[src/rtl/bsde_pkg.sv]
`timescale 1ns / 1ps
package bsde_pkg;

   localparam int DEF_MAX_WIDTH  = 1024;
   localparam int DEF_MAX_HEIGHT = 1024;
   localparam int DEF_MAX_RADIUS = 31;

   localparam int CSR_IDX_W  = 3;
   localparam int CSR_DATA_W = 11;
   localparam int RADIUS_W   = 5;

   localparam logic [CSR_IDX_W-1:0] CSR_OP_MODE      = 3'd0;
   localparam logic [CSR_IDX_W-1:0] CSR_RADIUS       = 3'd1;
   localparam logic [CSR_IDX_W-1:0] CSR_BORDER_MODE  = 3'd2;
   localparam logic [CSR_IDX_W-1:0] CSR_FRAME_WIDTH  = 3'd3;
   localparam logic [CSR_IDX_W-1:0] CSR_FRAME_HEIGHT = 3'd4;

   localparam logic OP_DILATE = 1'b0;
   localparam logic OP_ERODE  = 1'b1;

   localparam logic FUNC_PIXEL = 1'b0;

   typedef enum logic [2:0] {
      ST_IDLE,
      ST_DECIDE,
      ST_RD,
      ST_ACC,
      ST_EMIT
   } state_type;

   typedef struct packed {
      logic take;        // input beat accepted this cycle
      logic scan_init;   // load window scan from output position
      logic scan_step;   // advance window coordinates
      logic acc_en;      // fold read data into accumulator
      logic emit;        // load result register
   } cmd_type;

   typedef struct packed {
      logic emit_ok;
      logic scan_last;
      logic out_free;
   } status_type;

endpackage

[src/rtl/bsde_ctrl.sv]
`timescale 1ns / 1ps
module bsde_ctrl (
   input  logic                clock,
   input  logic                reset,
   input  logic                req_valid,
   output logic                req_stall,
   output logic                csr_ready,
   input  bsde_pkg::status_type status,
   output bsde_pkg::cmd_type    cmd
);
   import bsde_pkg::*;

   state_type state_ff;
   state_type state_in;

   always_ff @(posedge clock) begin
      if (reset) begin
         state_ff <= ST_IDLE;
      end else begin
         state_ff <= state_in;
      end
   end

   always_comb begin
      state_in  = state_ff;
      cmd       = '0;
      req_stall = 1'b1;
      csr_ready = 1'b0;
      case (state_ff)
         ST_IDLE: begin
            req_stall = 1'b0;
            csr_ready = 1'b1;
            if (req_valid) begin
               cmd.take = 1'b1;
               state_in = ST_DECIDE;
            end
         end
         ST_DECIDE: begin
            if (status.emit_ok) begin
               cmd.scan_init = 1'b1;
               state_in      = ST_RD;
            end else begin
               state_in = ST_IDLE;
            end
         end
         ST_RD: begin
            state_in = ST_ACC;
         end
         ST_ACC: begin
            cmd.acc_en = 1'b1;
            if (status.scan_last) begin
               state_in = ST_EMIT;
            end else begin
               cmd.scan_step = 1'b1;
               state_in      = ST_RD;
            end
         end
         ST_EMIT: begin
            if (status.out_free) begin
               cmd.emit = 1'b1;
               state_in = ST_IDLE;
            end
         end
         default: begin
            state_in = ST_IDLE;
         end
      endcase
   end

endmodule

[config.mk]
export PLATFORM = sky130hd
export DESIGN_NAME = bsde_ctrl
export DESIGN_NICKNAME = d
export VERILOG_FILES = /design/src/rtl/bsde_pkg.sv /design/src/rtl/bsde_ctrl.sv
export SDC_FILE = /design/constraint.sdc
export NUM_CORES = 1
export LEC_CHECK = 0
export ABC_AREA = 1
export BUFFER_PORTS_ARGS = -buffer_cell sky130_fd_sc_hd__buf_2
export CORE_AREA = 8 8 45 47
export DETAILED_ROUTE_END_ITERATION = 7
export DIE_AREA = 0 0 53 55
export GPL_ROUTABILITY_DRIVEN = 0
export HOLD_SLACK_MARGIN = 0.12
export SYNTH_ARGS = -nofsm -noshare
export SYNTH_HDL_FRONTEND = slang
export SYNTH_SLANG_ARGS = --single-unit
[constraint.sdc]
create_clock -name clock -period 0.96 [get_ports clock]
set_input_delay 0.192 -clock clock [delete_from_list [all_inputs] [get_ports clock]]
set_output_delay 0.192 -clock clock [all_outputs]
set_load 0.05 [all_outputs]
* Word level (Yosys, flattened, before mapping) *
Index checks and enable logic that the tools add are counted.

operators by class
  eq/ne operators = 6
  multiplexer cells = 15
  reduce and logical (&&, ||, !) cells = 2

operators by type and width
  kind                number
  $pmux 3 s5          1
  $mux 1              9
  $mux 3              3
  $eq 3x2->1 const B  2
  $mux 2              2
  $ne 2x2->1 const B  2
  $eq 3x1->1 const B  1
  $eq 3x3->1 const B  1
  $logic_not 3->1     1
  $reduce_and 2->1    1

word-level totals
  bits in registers = 3
  bits of input ports = 6
  output and inout port bits = 7
  logic and storage cells = 24

* Longest topological paths before layout *
Gate-level depths: netlist of run 1.

  word-level depth = 3
  gate-level depth with buffers = 4
  mapped depth without buffers = 4

* Least setup slack after synthesis of run 1 *
Ideal clock, no wire load.

  path type = register -> output
  start = register state_ff[2]
  end = output cmd[0] (netlist bit)
  data arrival time = 1.955 ns
  data required time = 0.768 ns
  setup slack = -1.187 ns
  stages on the path, launching flop included = 3
  path buffers = 0
  cell sequence = dfxtp_1 -> inv_1 -> nor4_1

RTL lines
  element                 RTL line         text
  from (decl)             bsde_ctrl.sv:13  state_type state_ff;
  from (signal assigned)  bsde_ctrl.sv:20  state_ff <= state_in;
  to (decl)               bsde_ctrl.sv:9   output bsde_pkg::cmd_type cmd

==> impl_metrics.csv, run 1 <==
group,metric,value,unit
clock_network,hold_buffers,0,
critical_path,worst-path-buf-inv,1,
layout,nets,60,
critical_path,worstSetupPathType,"reg -> out",
route,vias_per_cell,3.81,
layout,layout_commonest_cell,"buf_4",
global_routing,antenna_found_initial,0,
global_routing,grt_first_pass_wirelength,1170,um
layout,final_cell_mix,"buf_4, buf_2, buf_6",
critical_path,cpMostUsedCell,"nor2_4",
clock_network,clk_latency,0.23,ns
pwr,power.density,1330,nW/um^2
route,drt_iter0_drc,4,
route,vias,263,
layout,area_growth,176,%
timing,rsz0062_at_grt,"yes",
critical_path,max_stage_delay,0.37,ns
clock_network,path_clk_slew,0.04,ns
critical_path,required,0.77,ns
clock_network,cts_sinks,3,
floorplan,rows,14,
synth,ys_seq_elements,3,
layout,diodes,0,
critical_path,path_delay_family,"flip-flops",
synth,synth_nets,36,
layout,largest_reg_flops,3,
timing,relSlewSlack,0.864,
clock_network,cts_buffers,3,
timing,min_period,1.29,ns
route,drc,0,
layout,largest_registers,"state_ff (3)",
pwr,vdd_drop_max,0.474,mV
global_routing,gr-usage-all-layers,0.0579,
floorplan,dieArea,2920,um^2
pwr,p_leak,0.205,nW
global_routing,grt_max_degree,7,
synth,syn_inst,30,
critical_path,cp-start-kind,"flip-flop",
floorplan,ios,13,
critical_path,endpoint_kind,"output pin",
critical_path,worstPathMaxFanout,4,
critical_path,r2r_slack,0.04,ns
timing,report.final.hold_viol_count,0,
min_path,hp-class,"in -> reg",
global_routing,grt_overflow,0,
pwr,p_total,0.000649,W
clock_network,clk_path_buf_depth,2,
timing,report.final.slew_viol_count,0,
timing,worstMarginPinSlew,0.203,ns
synth,ys_warn_count,0,
clock_network,htree_levels,1,
clock_network,cts_tree,"yes",
timing,finalWorstSetupSlack,-0.330,ns
global_routing,grt_pass1_vias,276,
route,routedWlPerCell,9.71,um
floorplan,core,1380,um^2
critical_path,critPathArrivalTime,1.10,ns
job,cap_violations,0,
outcome,violations,"negative setup slack",
placed_design,port_buffers,12,
floorplan,die_w,53,um
synth,syn-cell-area,176,um^2
route,ant_nets,0,
critical_path,worstPathCellList,"nor2_4, nand2_4, nor2_4, buf_8",
route,dr.pass1.iters,2,
floorplan,start_util,0.127,
synth,syn_area_per_cell,5.88,um^2
timing,clock_skew,0.00272,ns
route,routed_wl,670,um
timing,tns,-2.09,ns
outcome,outcome,"finished with violations",
synth,yosysUniqueCellTypes,9,
critical_path,crit_slowest_cell,"dfxtp_4",
clock_network,cts-root-buf,"clkbuf_4",
timing,post-route-period-util,1.34,
layout,drive_above_1_share,0.679,
floorplan,die_h,55,um
layout,largest_register,"state_ff",
synth,ys_seq_area_frac,0.340,
timing,setup_viol,7,
timing,fmax,0.775,GHz
placed_design,place_hpwl,516,um
layout,fillers,151,
[layer usage]
layer  GRT usage  vias up  routed length (um)
li1            -      139                   -
met2      0.0781       10                 297
met1      0.0546      114                 271
met5           0        -                   0
met3      0.0561        0                 101
met4      0.0388        0                   0
[report_power, final]
part | switching (W) | internal [W]
logic | 0.000160 | 0.000116
clock network | 0.0000659 | 0.000156
registers | 0.0000206 | 0.000131
[logic make-up after synthesis]
logic type      after synthesis  share of synthesized area
simple gates                 17                      0.433
compound gates                2                     0.0567
buf+inv                       8                      0.170
flops                         3                      0.340
[layout make-up]
type	count	area, um^2	share of cell area
Inverter	8	45.0	0.0925
Timing Repair Buffer	19	171	0.352
Tap cell	16	20.0	0.0411
Sequential cell	3	71.3	0.147
Clock buffer	4	26.3	0.0540
Multi-Input combinational cell	19	153	0.314
[timing repair]
item,CTS,global route
setup endpoints to repair,7,8
resized for setup,18,3
endpoints found under the hold margin,0,0
buffers inserted,3,0
pin swaps,4,1
[cells in the mapped netlist]
library cell	instances	share of area
inv_1	8	0.17
nand2_1	5	0.11
nor2_1	5	0.11
nand4_1	1	0.035
nor3_1	1	0.028
nand3_1	3	0.085
dfxtp_1	3	0.34
a21oi_1	2	0.057
nor4_1	2	0.071
[final timing paths]
check                                 from                       end  depth (start not counted)
hold / removal                       reset  state_ff[1]$_SDFFE_PP0P_                          2
setup reg to reg  state_ff[1]$_SDFFE_PP0P_  state_ff[0]$_SDFFE_PP0P_                          5
setup / recovery  state_ff[1]$_SDFFE_PP0P_                    cmd[4]                          4
hold reg to reg   state_ff[2]$_SDFFE_PP0P_  state_ff[2]$_SDFFE_PP0P_                          2
[per-stage QoR]
stage	cells	worst slack, ns	hold slack [ns]	instance area [um^2]	utilization
global route	69	-0.398	0.128	487	0.352
CTS	69	-0.339	0.140	480	0.347
floorplan	30	-0.317	0.251	264	-
global placement	62	-0.192	0.384	374	0.270
detailed placement	62	-0.212	0.389	374	0.270
finish	69	-0.330	0.146	487	0.352
Note: power is estimated with default switching activity, not from simulation.
==> inputs of run 2 (changes only) <==
- clock period: 0.96 -> 1.3 ns (I/O delays scaled with it)
==> impl_metrics.csv, run 2 (synthesis gave the netlist of run 1 again) <==
group,metric,value,unit
clock_network,htree_levels,1,
layout,largest_reg_flops,3,
layout,diodes,0,
layout,layout_commonest_cell,"buf_6",
clock_network,hold_buffers,0,
floorplan,dieArea,2920,um^2
min_path,hold_depth,2,
critical_path,cp-start-kind,"flip-flop",
timing,report.final.hold_viol_count,0,
global_routing,antenna_found_initial,0,
timing,min_period,1.37,ns
pwr,p_leak,0.209,nW
floorplan,die_h,55,um
timing,clock_skew,0.00635,ns
global_routing,gr-usage-all-layers,0.0503,
timing,tns,-0.228,ns
job,cap_violations,0,
clock_network,path_clk_slew,0.04,ns
floorplan,die_w,53,um
timing,worstMarginPinSlew,0.210,ns
timing,fmax,0.728,GHz
layout,drive_above_1_share,0.647,
route,drt_iter0_drc,2,
clock_network,clk_path_buf_depth,2,
critical_path,max_stage_delay,0.39,ns
critical_path,rr_worst_depth,4,
route,routedWlPerCell,10.0,um
layout,largest_registers,"state_ff (3)",
critical_path,endpoint_kind,"output pin",
min_path,hp-class,"in -> reg",
timing,report.final.slew_viol_count,0,
critical_path,crit_slowest_cell,"dfxtp_4",
layout,final_cell_mix,"buf_6, buf_2, nand2_1, inv_1, buf_4",
placed_design,place_hpwl,507,um
route,routed_wl,671,um
timing,finalWorstSetupSlack,-0.0734,ns
timing,post-route-period-util,1.06,
critical_path,worstPathCellList,"inv_6, nor4_4, buf_6",
clock_network,cts-root-buf,"clkbuf_4",
timing,setup_viol,6,
pwr,power.density,1000,nW/um^2
route,dr.pass1.iters,4,
layout,nets,58,
critical_path,critPathArrivalTime,1.11,ns
global_routing,grt_overflow,0,
clock_network,cts_sinks,3,
floorplan,ios,13,
clock_network,clk_latency,0.23,ns
route,drc,0,
route,ant_nets,0,
global_routing,grt_first_pass_wirelength,1050,um
placed_design,port_buffers,12,
pwr,vdd_drop_max,0.357,mV
outcome,outcome,"finished with violations",
layout,largest_register,"state_ff",
pwr,p_total,0.000468,W
critical_path,worstPathMaxFanout,4,
critical_path,required,1.04,ns
outcome,violations,"negative setup slack",
floorplan,start_util,0.127,
global_routing,grt_max_degree,6,
placed_design,dpl_cell_area,333,um^2
critical_path,worstSetupPathType,"reg -> out",
global_routing,grt_pass1_vias,266,
floorplan,core,1380,um^2
clock_network,cts_buffers,3,
layout,area_growth,165,%
clock_network,cts_tree,"yes",
route,vias_per_cell,4.06,
route,vias,272,
timing,relSlewSlack,0.859,
floorplan,rows,14,
timing,rsz0062_at_grt,"yes",
layout,final_cell_area,467,um^2
==> run 2: worst paths after layout <==
path,start,endpoint,slack (ns)
worst max-delay path,state_ff[0]$_SDFFE_PP0P_,cmd[2],-0.07
worst min-delay path,reset,state_ff[1]$_SDFFE_PP0P_,0.21
worst min register to register,state_ff[0]$_SDFFE_PP0P_,state_ff[0]$_SDFFE_PP0P_,0.60
worst max register to register,state_ff[1]$_SDFFE_PP0P_,state_ff[2]$_SDFFE_PP0P_,0.37
==> run 2: power breakdown <==
part / internal [W] / total [W] / switching, W
logic: 0.0000780 / 0.000193 / 0.000115
registers: 0.0000965 / 0.000111 / 0.0000147
clock network: 0.000115 / 0.000164 / 0.0000493
==> run 2: through the flow <==
step	hold slack, ns	cells	utilization	setup slack (ns)
2_1_floorplan	0.319	30	-	-0.0729
3_3_place_gp	0.442	59	0.241	-0.0452
3_5_place_dp	0.446	59	0.241	-0.0340
4_1_cts	0.200	67	0.335	-0.0946
5_1_grt	0.212	67	0.337	-0.105
6_report	0.211	67	0.337	-0.0734
==> run 2: critical path: cells and delay by family (launching register included) <==
kind	cells	cell delay, ns
buf+inv	2	0.25
simple gates	1	0.25
flops	1	0.39
==> run 2: what timing repair did <==
action | 4_1_cts | 5_1_grt
setup buffers | 4 | 0
cloned | 0 | 0
gates resized for setup | 21 | 1
pin swaps | 4 | 0
setup endpoints to repair | 7 | 7
==> run 2: routing by layer <==
metal / GRT usage / share of wire / vias up
met5: 0 / 0 / -
met4: 0.0388 / 0.0075 / 0
met3: 0.0294 / 0.11 / 2
met2: 0.0918 / 0.54 / 12
met1: 0.0381 / 0.34 / 121
li1: - / - / 137
==> run 2: cell type report <==
| cell class | count | area [um^2] |
|---|---|---|
| fillers | 146 | 917 |
| repair buffers | 17 | 158 |
| multi-input cells | 19 | 150 |
| flip-flops and latches | 3 | 71.3 |
| inverters | 8 | 41.3 |
| clock buffers | 4 | 26.3 |
| well taps | 16 | 20.0 |
==> inputs of run 3 (changes only) <==
- GPL_TIMING_DRIVEN: not set -> 0
- SETUP_SLACK_MARGIN: not set -> 0.02
==> impl_metrics.csv, run 3 (synthesis gave the netlist of run 1 again) <==
group,metric,value,unit
critical_path,critPathArrivalTime,1.09,ns
timing,clock_skew,0.00453,ns
clock_network,clk_path_buf_depth,2,
outcome,violations,"negative setup slack",
clock_network,htree_levels,1,
clock_network,path_clk_slew,0.04,ns
min_path,hold_depth,2,
layout,largest_register,"state_ff",
floorplan,die_w,53,um
floorplan,die_h,55,um
critical_path,worst-path-buf-inv,2,
layout,layout_commonest_cell,"buf_2",
global_routing,met3_usage,0.0428,
global_routing,grt_overflow,0,
timing,post-route-period-util,1.04,
critical_path,crit_slowest_cell,"dfxtp_4",
placed_design,port_buffers,12,
critical_path,worstSetupPathType,"reg -> out",
global_routing,grt_first_pass_wirelength,1060,um
pwr,p_leak,0.187,nW
floorplan,ios,13,
timing,report.final.hold_viol_count,0,
pwr,vdd_drop_max,0.437,mV
layout,final_cell_mix,"buf_2, buf_6",
clock_network,cts-root-buf,"clkbuf_4",
layout,diodes,0,
global_routing,gr-usage-all-layers,0.0525,
route,vias_per_cell,4.03,
route,dr.pass1.iters,5,
timing,hold_ws,0.215,ns
global_routing,antenna_found_initial,0,
outcome,outcome,"finished with violations",
critical_path,rr_worst_depth,5,
layout,nets,55,
route,routedWlPerCell,9.42,um
timing,finalWorstSetupSlack,-0.0500,ns
floorplan,core,1380,um^2
layout,largest_reg_flops,3,
job,cap_violations,0,
timing,min_period,1.35,ns
timing,fmax,0.741,GHz
clock_network,cts_sinks,3,
layout,final_util,0.315,
placed_design,pre_cts_ws,0.0464,ns
floorplan,rows,14,
route,drt_iter0_drc,2,
route,drc,0,
layout,fillers,156,
critical_path,worstPathCellList,"inv_6, nor4_4, buf_6",
timing,rsz0062_at_grt,"yes",
placed_design,place_hpwl,453,um
global_routing,grt.busiest_layer,"met2",
global_routing,grt_max_degree,7,
layout,area_growth,147,%
timing,relSlewSlack,0.833,
critical_path,path_delay_family,"flip-flops",
global_routing,grt_use_met1,0.0517,
clock_network,cts_tree,"yes",
global_routing,grt_pass1_vias,260,
min_path,hp-class,"in -> reg",
timing,tns,-0.202,ns
global_routing,use_met2,0.0723,
route,routed_wl,603,um
timing,worstMarginPinSlew,0.252,ns
critical_path,worstPathMaxFanout,5,
critical_path,required,1.04,ns
timing,setup_viol,6,
floorplan,dieArea,2920,um^2
critical_path,path_depth,3,
pwr,power.density,1030,nW/um^2
clock_network,clk_latency,0.23,ns
layout,largest_registers,"state_ff (3)",
critical_path,max_stage_delay,0.39,ns
floorplan,start_util,0.127,
clock_network,cts_buffers,3,
critical_path,endpoint_kind,"output pin",
critical_path,cp-start-kind,"flip-flop",
timing,report.final.slew_viol_count,0,
route,ant_nets,0,
route,vias,258,
layout,drive_above_1_share,0.667,
## run 3: worst register-to-register path, cell delays in order, from the launching register on
cell and delay (ns):
dfxtp_4 0.39, buf_6 0.12, nand2_2 0.04, inv_2 0.03, nand2_1 0.05, a21oi_1 0.13
## run 3: power by group
group | internal [W] | switching [W]
clock | 0.000115 | 0.0000446
combinational | 0.0000661 | 0.000112
sequential | 0.0000967 | 0.0000164
## run 3: worst paths after layout
check                                start                  endpoint  slack, ns
setup reg to reg  state_ff[0]$_SDFFE_PP0P_  state_ff[1]$_SDFFE_PP0P_       0.46
hold / removal                       reset  state_ff[2]$_SDFFE_PP0P_       0.21
setup / recovery  state_ff[0]$_SDFFE_PP0P_                    cmd[2]      -0.05
hold reg to reg   state_ff[1]$_SDFFE_PP0P_  state_ff[1]$_SDFFE_PP0P_       0.57
## run 3: what timing repair did
action / 4_1_cts / 5_1_grt
hold buffers: 0 / 0
pin swaps: 2 / 4
resized for setup: 20 / 3
setup endpoints to repair: 7 / 7
buffers inserted: 2 / 0
## run 3: layout make-up
| class | instances | area (um^2) | share of cell area |
|---|---|---|---|
| clock buffers | 4 | 26.3 | 0.0603 |
| flip-flops and latches | 3 | 71.3 | 0.164 |
| repair buffers | 14 | 124 | 0.284 |
| inverters | 8 | 41.3 | 0.0948 |
| well taps | 16 | 20.0 | 0.0460 |
| multi-input cells | 19 | 153 | 0.351 |
## run 3: per-layer routing
metal | share of wire | vias up
met1 | 0.41 | 118
met2 | 0.50 | 7
met5 | 0 | -
met3 | 0.088 | 0
li1 | - | 133
met4 | 0 | 0
## run 3: through the flow
step           total power, W  cells  instance area (um^2)
2_1_floorplan        0.000223     30                   248
3_3_place_gp         0.000254     58                   328
3_5_place_dp         0.000254     58                   328
4_1_cts              0.000455     64                   429
5_1_grt              0.000486     64                   435
6_report             0.000450     64                   435
